--- src/rtl/core/mpam_pkg.sv ---
// Shared types and constants for the multi-pattern automaton matcher.
// Used by mpam_ctrl, mpam_dpath and the top level; no dependencies.
`timescale 1ns / 1ps
package mpam_pkg;

   localparam int ALPHABET_SIZE   = 26;
   localparam int MAX_NODES       = 1024;
   localparam int MAX_PATTERN_LEN = 64;
   localparam int MAX_RESULTS     = 64;
   localparam int POS_W           = 32;
   localparam int NODE_W          = $clog2(MAX_NODES);
   localparam int CNT_W           = NODE_W + 1;
   localparam int SYM_W           = 5;
   localparam int LEN_W           = $clog2(MAX_PATTERN_LEN + 1);
   localparam int GT_AW           = NODE_W + SYM_W;
   localparam int K_W             = $clog2(MAX_RESULTS);

   // input operation codes
   typedef enum logic [2:0] {
      OP_CLEAR  = 3'd0,
      OP_PSYM   = 3'd1,
      OP_PEND   = 3'd2,
      OP_BUILD  = 3'd3,
      OP_TSTART = 3'd4,
      OP_TSYM   = 3'd5
   } op_code_type;

   // result kinds
   typedef enum logic [2:0] {
      KIND_NONE  = 3'd0,
      KIND_MATCH = 3'd1,
      KIND_FULL  = 3'd2,
      KIND_BAD   = 3'd3,
      KIND_PHASE = 3'd4
   } kind_type;

   // datapath micro-operations
   typedef enum logic [4:0] {
      DP_NOP, DP_TAKE, DP_CLR,
      DP_PS_RD, DP_PS_ADV, DP_PS_NEW, DP_PE,
      DP_TS_START, DP_TX_RD, DP_TX_STEP, DP_V_LOAD, DP_W_RD, DP_W_FO, DP_V_NEXT,
      DP_B_INIT, DP_B_QRD, DP_B_VLD, DP_B_ULD, DP_B_OL,
      DP_B_G1, DP_B_G2, DP_B_G3, DP_B_FIN
   } dp_op_type;

   typedef struct packed {
      dp_op_type op;
      logic      emit;
      kind_type  kind;
      logic      last;
      logic      match;
   } dp_cmd_type;

   typedef struct packed {
      logic built;
      logic sym_bad;
      logic len_full;
      logic cnt_full;
      logic nx_zero;
      logic v_zero;
      logic nv_zero;
      logic k_last;
      logic c_last;
      logic q_empty;
      logic clr_last;
   } dp_stat_type;

endpackage

--- src/rtl/core/mpam_ctrl.sv ---
// Controller of the matcher: sequences clear, insert, link build and scan
// through datapath micro-operations and owns the handshakes. Uses mpam_pkg.
`timescale 1ns / 1ps
module mpam_ctrl import mpam_pkg::*; (
   input  logic        clock,
   input  logic        reset,
   input  logic        req_valid,
   output logic        req_ready,
   input  logic [2:0]  req_operation,
   output logic        rsp_valid,
   input  logic        rsp_ready,
   input  dp_stat_type stat,
   output dp_cmd_type  cmd
);

   typedef enum logic [4:0] {
      ST_CLEAR, ST_IDLE, ST_DISP, ST_PS_CHK, ST_TX_STEP, ST_TX_FIRST, ST_CHAIN,
      ST_W_FO, ST_W_NX, ST_B_POP, ST_B_V, ST_B_U, ST_B_OL, ST_B_G1, ST_B_G2,
      ST_B_G3, ST_RESP
   } state_type;

   state_type   state_ff, state_in;
   op_code_type op_ff, op_in;
   kind_type    kind_ff, kind_in;
   logic        from_op_ff, from_op_in;
   logic        rsp_valid_ff, rsp_valid_in;
   logic        slot_free, chain_last;

   assign slot_free  = !rsp_valid_ff || rsp_ready;
   assign chain_last = stat.nv_zero || stat.k_last;
   assign req_ready  = (state_ff == ST_IDLE);
   assign rsp_valid  = rsp_valid_ff;

   // next state and micro-operation
   always_comb begin
      state_in   = state_ff;
      op_in      = op_ff;
      kind_in    = kind_ff;
      from_op_in = from_op_ff;
      cmd        = '{op: DP_NOP, emit: 1'b0, kind: KIND_NONE, last: 1'b1, match: 1'b0};
      case (state_ff)
         ST_CLEAR: begin
            cmd.op = DP_CLR;
            if (stat.clr_last) begin
               kind_in  = KIND_NONE;
               state_in = from_op_ff ? ST_RESP : ST_IDLE;
            end
         end
         ST_IDLE: begin
            if (req_valid) begin
               cmd.op   = DP_TAKE;
               op_in    = op_code_type'(req_operation);
               state_in = ST_DISP;
            end
         end
         ST_DISP: begin
            state_in = ST_RESP;
            kind_in  = KIND_NONE;
            case (op_ff)
               OP_CLEAR: begin
                  from_op_in = 1'b1;
                  state_in   = ST_CLEAR;
               end
               OP_PSYM: begin
                  if (stat.built) kind_in = KIND_PHASE;
                  else if (stat.sym_bad || stat.len_full) kind_in = KIND_BAD;
                  else begin
                     cmd.op   = DP_PS_RD;
                     state_in = ST_PS_CHK;
                  end
               end
               OP_PEND: begin
                  if (stat.built) kind_in = KIND_PHASE;
                  else cmd.op = DP_PE;
               end
               OP_BUILD: begin
                  if (stat.built) kind_in = KIND_PHASE;
                  else begin
                     cmd.op   = DP_B_INIT;
                     state_in = ST_B_POP;
                  end
               end
               OP_TSTART: begin
                  if (!stat.built) kind_in = KIND_PHASE;
                  else cmd.op = DP_TS_START;
               end
               OP_TSYM: begin
                  if (!stat.built) kind_in = KIND_PHASE;
                  else if (stat.sym_bad) kind_in = KIND_BAD;
                  else begin
                     cmd.op   = DP_TX_RD;
                     state_in = ST_TX_STEP;
                  end
               end
               default: kind_in = KIND_PHASE;
            endcase
         end
         // insert: follow an existing edge or add a node
         ST_PS_CHK: begin
            state_in = ST_RESP;
            kind_in  = KIND_NONE;
            if (!stat.nx_zero) cmd.op = DP_PS_ADV;
            else if (stat.cnt_full) kind_in = KIND_FULL;
            else cmd.op = DP_PS_NEW;
         end
         // scan: step the automaton, then walk the output chain
         ST_TX_STEP: begin
            cmd.op   = DP_TX_STEP;
            state_in = ST_TX_FIRST;
         end
         ST_TX_FIRST: begin
            cmd.op   = DP_V_LOAD;
            state_in = ST_CHAIN;
         end
         ST_CHAIN: begin
            if (stat.v_zero) begin
               kind_in  = KIND_NONE;
               state_in = ST_RESP;
            end else begin
               cmd.op   = DP_W_RD;
               state_in = ST_W_FO;
            end
         end
         ST_W_FO: begin
            cmd.op   = DP_W_FO;
            state_in = ST_W_NX;
         end
         ST_W_NX: begin
            if (slot_free) begin
               cmd.op    = DP_V_NEXT;
               cmd.emit  = 1'b1;
               cmd.kind  = KIND_MATCH;
               cmd.match = 1'b1;
               cmd.last  = chain_last;
               state_in  = chain_last ? ST_IDLE : ST_CHAIN;
            end
         end
         // build: breadth-first pass over the trie
         ST_B_POP: begin
            if (stat.q_empty) begin
               cmd.op   = DP_B_FIN;
               kind_in  = KIND_NONE;
               state_in = ST_RESP;
            end else begin
               cmd.op   = DP_B_QRD;
               state_in = ST_B_V;
            end
         end
         ST_B_V: begin
            cmd.op   = DP_B_VLD;
            state_in = ST_B_U;
         end
         ST_B_U: begin
            cmd.op   = DP_B_ULD;
            state_in = ST_B_OL;
         end
         ST_B_OL: begin
            cmd.op   = DP_B_OL;
            state_in = ST_B_G1;
         end
         ST_B_G1: begin
            cmd.op   = DP_B_G1;
            state_in = ST_B_G2;
         end
         ST_B_G2: begin
            cmd.op   = DP_B_G2;
            state_in = ST_B_G3;
         end
         ST_B_G3: begin
            cmd.op   = DP_B_G3;
            state_in = stat.c_last ? ST_B_POP : ST_B_G1;
         end
         // single-word answer
         ST_RESP: begin
            if (slot_free) begin
               cmd.emit = 1'b1;
               cmd.kind = kind_ff;
               state_in = ST_IDLE;
            end
         end
         default: state_in = ST_IDLE;
      endcase
      rsp_valid_in = cmd.emit ? 1'b1 : (rsp_ready ? 1'b0 : rsp_valid_ff);
   end

   // hold state and registered outputs
   always_ff @(posedge clock) begin
      if (reset) begin
         state_ff     <= ST_CLEAR;
         op_ff        <= OP_CLEAR;
         kind_ff      <= KIND_NONE;
         from_op_ff   <= 1'b0;
         rsp_valid_ff <= 1'b0;
      end else begin
         state_ff     <= state_in;
         op_ff        <= op_in;
         kind_ff      <= kind_in;
         from_op_ff   <= (state_ff == ST_CLEAR && stat.clr_last) ? 1'b0 : from_op_in;
         rsp_valid_ff <= rsp_valid_in;
      end
   end

endmodule

--- config.mk ---
export PLATFORM = sky130hd
export DESIGN_NAME = mpam_ctrl
export DESIGN_NICKNAME = d
export VERILOG_FILES = /design/src/rtl/core/mpam_pkg.sv /design/src/rtl/core/mpam_ctrl.sv
export SDC_FILE = /design/constraint.sdc
export NUM_CORES = 1
export LEC_CHECK = 0
export BUFFER_PORTS_ARGS = -buffer_cell sky130_fd_sc_hd__buf_2
export CELL_PAD_IN_SITES_DETAIL_PLACEMENT = 1
export CELL_PAD_IN_SITES_GLOBAL_PLACEMENT = 1
export CORE_UTILIZATION = 35
export CTS_CLUSTER_DIAMETER = 100
export DETAILED_ROUTE_END_ITERATION = 10
export PLACE_DENSITY = 0.8
export SLEW_MARGIN = 20
export SYNTH_ARGS = -nofsm -noshare
export SYNTH_HDL_FRONTEND = slang
export SYNTH_SLANG_ARGS = --single-unit
--- constraint.sdc ---
create_clock -name clock -period 2.9 [get_ports clock]
set_input_delay 0.29 -clock clock [delete_from_list [all_inputs] [get_ports clock]]
set_output_delay 0.29 -clock clock [all_outputs]
set_load 0.01 [all_outputs]
; ---- Yosys cells after proc, flatten, opt, wreduce, memory -nomap -nowiden
; Index checks and enable logic that the tools add are counted.
[word_totals]
latch_bits = 0
elab_cells = 96
romBits = 0
memories = 0
ram_bits = 0
input_bits = 18
register_bits = 13
output_inout_bits = 13
[classes]
n_addsub = 0
n_eq_ne = 27
magnitude_cmp = 0
multipliers = 0
bitwise_logic = 0
muxes = 49
shift = 0
div_mod_pow = 0
n_reduce_logical = 15
[ops]
columns = operator, count
row1 = one-hot mux 5 bit (17 select lines), 1
row2 = one-hot mux 5 bit (16 select lines), 1
row3 = two-way mux 5 bit, 13
row4 = "== test 5 x 4 -> 1 bit, second input constant", 8
row5 = two-way mux 3 bit, 13
row6 = one-hot mux 3 bit (5 select lines), 2
row7 = "== test 5 x 3 -> 1 bit, second input constant", 4
row8 = two-way mux 4 bit, 5
row9 = one-hot mux 4 bit (5 select lines), 1
row10 = one-hot mux 5 bit (4 select lines), 1
row11 = two-way mux 2 bit, 7
row12 = "!= test 2 bit, second input constant", 6
row13 = "== test 5 x 2 -> 1 bit, second input constant", 2
row14 = two-way mux 10 bit, 1
row15 = one-hot mux 4 bit (2 select lines), 1
row16 = AND reduction 4 bit, 2
row17 = "== test 3 x 2 -> 1 bit, second input constant", 2
row18 = "== test 3 bit, second input constant", 2
row19 = "== test 5 x 1 -> 1 bit, second input constant", 1
row20 = "== test 5 bit, second input constant", 1
row21 = logical NOT 5 bit, 1
row22 = nonzero test 5 bit, 1
row23 = AND reduction 2 bit, 2
row24 = OR reduction 2 bit, 2
row25 = 7 further kinds, 11

; ---- Depth between registers and ports, before layout
[logic_depth]
ltp_word = 5
depth_mapped = 7
ltp_nobuf = 6

; ---- Worst setup path before layout
; OpenSTA, ideal clock, no wires.
[synth_path]
path_kind = flip-flop to output port
from = reg state_ff[3]
to = out cmd[6] (netlist name)
path_slack_ns = 1.096
path_stages_with_launch = 6
required_time_ns = 2.610
n_path_buf = 1
arrival_ns = 1.514
path_cell_list = dfxtp_1 buf_4 or4b_4 or3_4 o211a_1 nand3_1
[synth_lines]
columns = item, line
row1 = "start, declared", mpam_ctrl.sv:22  ; state_type state_ff, state_in;
row2 = "start signal, assigned", mpam_ctrl.sv:195  ; state_ff <= state_in;
row3 = "end, declared", mpam_ctrl.sv:13  ; output dp_cmd_type cmd

==> summary.txt <==
Pwr
  • Max VDD drop: about 140 µV
  • Clock network fraction of total power: a little under a third
  • Pleak: ~0.65 nW
  • Proportion of power drawn by combinational gates: 31.3%
  • P_int: about 350 µW
  • Power share of the sequential group: ~37%
  • Final Power: 539 µW
  • Switch share: a little over a third
  • Pwr Density: 322 nW/µm²
  • Psw: 188 µW

Layout
  • Layout Cells excl Fill: 270
  • Cell area after layout: approximately 1700 µm²
  • N_diodes: 0
  • Final net count: 242
  • Area Growth Syn to Fin: 14.9%
  • Filler cells: about 520
  • Seq. cell area: about 260 µm²
  • Layout cells sized above 1: 23.2%
  • Multi-input logic area: around 1100 µm²

Logic synthesis
  • Sequential cell area fraction in the yosys report: 17.9%
  • Post-synth top area cell: dfxtp_1
  • Net Count, Synth: 219
  • Mapped cell area: 1450 µm²
  • Synth area leaders: dfxtp_1 (18%), nor2_1 (5.4%), a21oi_1 (3.8%)
  • Yosys cell types: slightly below 60
  • Yosys reg bits: 13
  • Top FF cell, synth: dfxtp_1
  • Top-area cell type share of the netlist area: between 10% and 20%
  • Syn. warnings: 0
  • Mapped Cells: between 150 and 200
  • Mean Syn Cell Area: approximately 7.3 µm²
  • FFs w/ async S/R, synth: 0%
  • Post-synth EDFFs: 0

Clock network
  • CTS tree: built
  • Worst-Skew Late Latency: around 250 ps
  • Setup bufs post-CTS: 0
  • Sink count of the clock tree: 13
  • Cts repair resizes: 0
  • CTS Hold Buffers Added: 0
  • Deepest level of the CTS H-tree: 1
  • Clock buffer depth: 2
  • CTS Buf Count: 3
  • CTS clk-pin slew, worst paths: about 60 ps
  • Root Driver: clkbuf_8

Placement
  • Dpl cells: 266
  • Buffers on Ports: 30
  • Placed cell area: between 1500 and 2000 µm²
  • HPWL Detailed: roughly 3500 µm
  • RePlAce Congestion: 0.891

Floorplanning
  • FP Rows: 23
  • DIE HEIGHT: between 60 and 70 µm
  • Die area: between 4000 and 5000 µm²
  • Core Area: about 4000 µm²
  • Starting Density: 36.3%
  • I/O pin total: 31
  • DIE WIDTH: roughly 66 µm

Worst setup path
  • CP Max Fanout: 16
  • Critical Path AT: between 2000 and 2500 ps
  • Critical path type: register to output port
  • Kind of end point of the critical path: output port
  • Origin of the critical flop-to-flop path: state_ff[1]
  • Crit path from: state_ff[1]
  • CP required: between 2000 and 3000 ps
  • Startpoint types: register

STA
  • Fin. Hold Viols: 0
  • Worst Skew: around 6.4 ps
  • Sum Neg Setup Slack: 0 ps
  • Achievable Freq: a little under 400 MHz
  • Final setup fails: 0
  • Tcrit/Tclk final: approximately nine tenths
  • RSZ-0062 raised after global routing: no
  • Worst-margin pin slew: ~650 ps
  • Max Slew Vio Count: 0
  • Max-slew headroom at the worst pin: 56.3%
  • Tmin final: ~2600 ps

Drt
  • Vias: approximately 1600
  • Pre-antenna DRT Iters: 4
  • Vias per inst: 5.89
  • WL/cell: around 17 µm
  • Post-DRT Antenna Nets: 0
  • Initial DRC count: 94
  • Wirelength, routed: 4560 µm
  • Drt drc: 0

Global route
  • Number of global-route vias before repair: between 1000 and 1500
  • First-pass GRT wire length: between 7000 and 8000 µm
  • GRT Total Usage: a little over a fifth
  • Initial antenna violation count: 0
  • Gr ovfl total: 0
  • Pin count of the biggest net entering global routing: 27

Worst hold path
  • Hold Crit Class: input port to register
  • Hold Crit Start: req_operation[1]

Flow run
  • Max Cap Viol: 0

Run status
  • Outcome: finished, final reports clean
[Yosys cell counts, types with 3 or more instances]
master,instances
a211oi_1,6
a21oi_1,11
a311oi_1,3
a31oi_1,4
a32oi_1,3
and3_1,4
buf_2,6
buf_4,3
clkbuf_1,9
dfxtp_1,13
ha_1,3
inv_1,12
mux2i_1,3
nand2_1,9
nand2b_1,5
nand3_1,9
nor2_1,21
nor2b_1,7
nor4_1,3
o211ai_1,4
o21ai_0,6
o21bai_1,3
o31ai_1,4
[metal layers]
metal,part of all wire [%],GRT usage [%],vias up
li1,-,-,787
met1,48,30.9,760
met2,47,35.8,42
met3,5.3,3.60,0
met4,0,1.86,0
met5,0,0,-
[layout make-up]
type,count,area share (%)
sequential,13,15.6
timing repair buffer,36,11.7
inverter,12,2.70
clock buffer,4,2.70
multi-input combinational,155,63.6
tap,50,3.75
[placed cells by master, fill, tap and decap left out, types with 2 or more instances in the layout]
cell type and instances:
buf_2 30, nor2_1 21, dfxtp_1 13, inv_1 12, a21oi_1 11, nand3_1 9, nand2_1 9, nor2b_1 7
o21ai_0 6, a211oi_1 6, buf_4 6, nand2b_1 5, and3_1 4, o211ai_1 4, o31ai_1 4, a31oi_1 4
nor4_1 3, a311oi_1 3, a32oi_1 3, o21bai_1 3, mux2i_1 3, ha_1 3, clkbuf_8 3, xor2_1 2
nand4_1 2, nor3_1 2, or3b_2 2, o211a_1 2, nor4_4 2, or2_2 2, a2111oi_0 2, a21o_1 2
o31a_1 2, o22ai_1 2
[registers in the layout (all words and copies together), names as in the netlist]
register and count:
rsp_valid 1, kind_ff 3, from_op_ff 1, state_ff 5, op_ff 3
[metrics by stage]
step	hold slack [ps]	util [%]	setup WS (ps)
2_1_floorplan	437	-	1100
3_5_place_dp	464	40.6	639
6_report	276	41.8	344
4_1_cts	278	41.8	354
3_3_place_gp	463	40.6	705
5_1_grt	288	41.8	156
[power groups by stage]
stage          combinational [mW]  clock [mW]  sequential, mW
6_report                    0.169       0.169           0.201
4_1_cts                     0.169       0.173           0.200
5_1_grt                     0.187       0.182           0.203
3_5_place_dp                0.168           0           0.204
2_1_floorplan               0.124           0           0.194
3_3_place_gp                0.165           0           0.204
[worst max-delay path, stage by stage (launching register included)]
cell and delay, ps:
dfxtp_1 610, or4b_1 680, a211oi_2 340, nand3_1 120
nand4_1 130, buf_2 140
[logic make-up (layout without fill, tap and decap cells)]
logic type / Yosys count / count (layout) / synth area share, %
compound gates: 65 / 65 / 32.6
simple gates: 82 / 82 / 34.6
flops: 13 / 13 / 17.9
fa+ha+maj: 3 / 3 / 2.58
mux: 3 / 3 / 2.07
xor+xnor: 2 / 2 / 1.21
buf+inv: 30 / 52 / 9.04
[final timing paths]
| kind | slack (ps) | to | depth (start not counted) |
|---|---|---|---|
| worst max-delay path | 340 | cmd[9] | 5 |
| worst min-delay path | 280 | op_ff[1] | 3 |
| worst max register to register | 920 | state_ff[4] | 4 |
| worst min register to register | 470 | kind_ff[2] | 2 |
(Power assumes the default switching activity.)
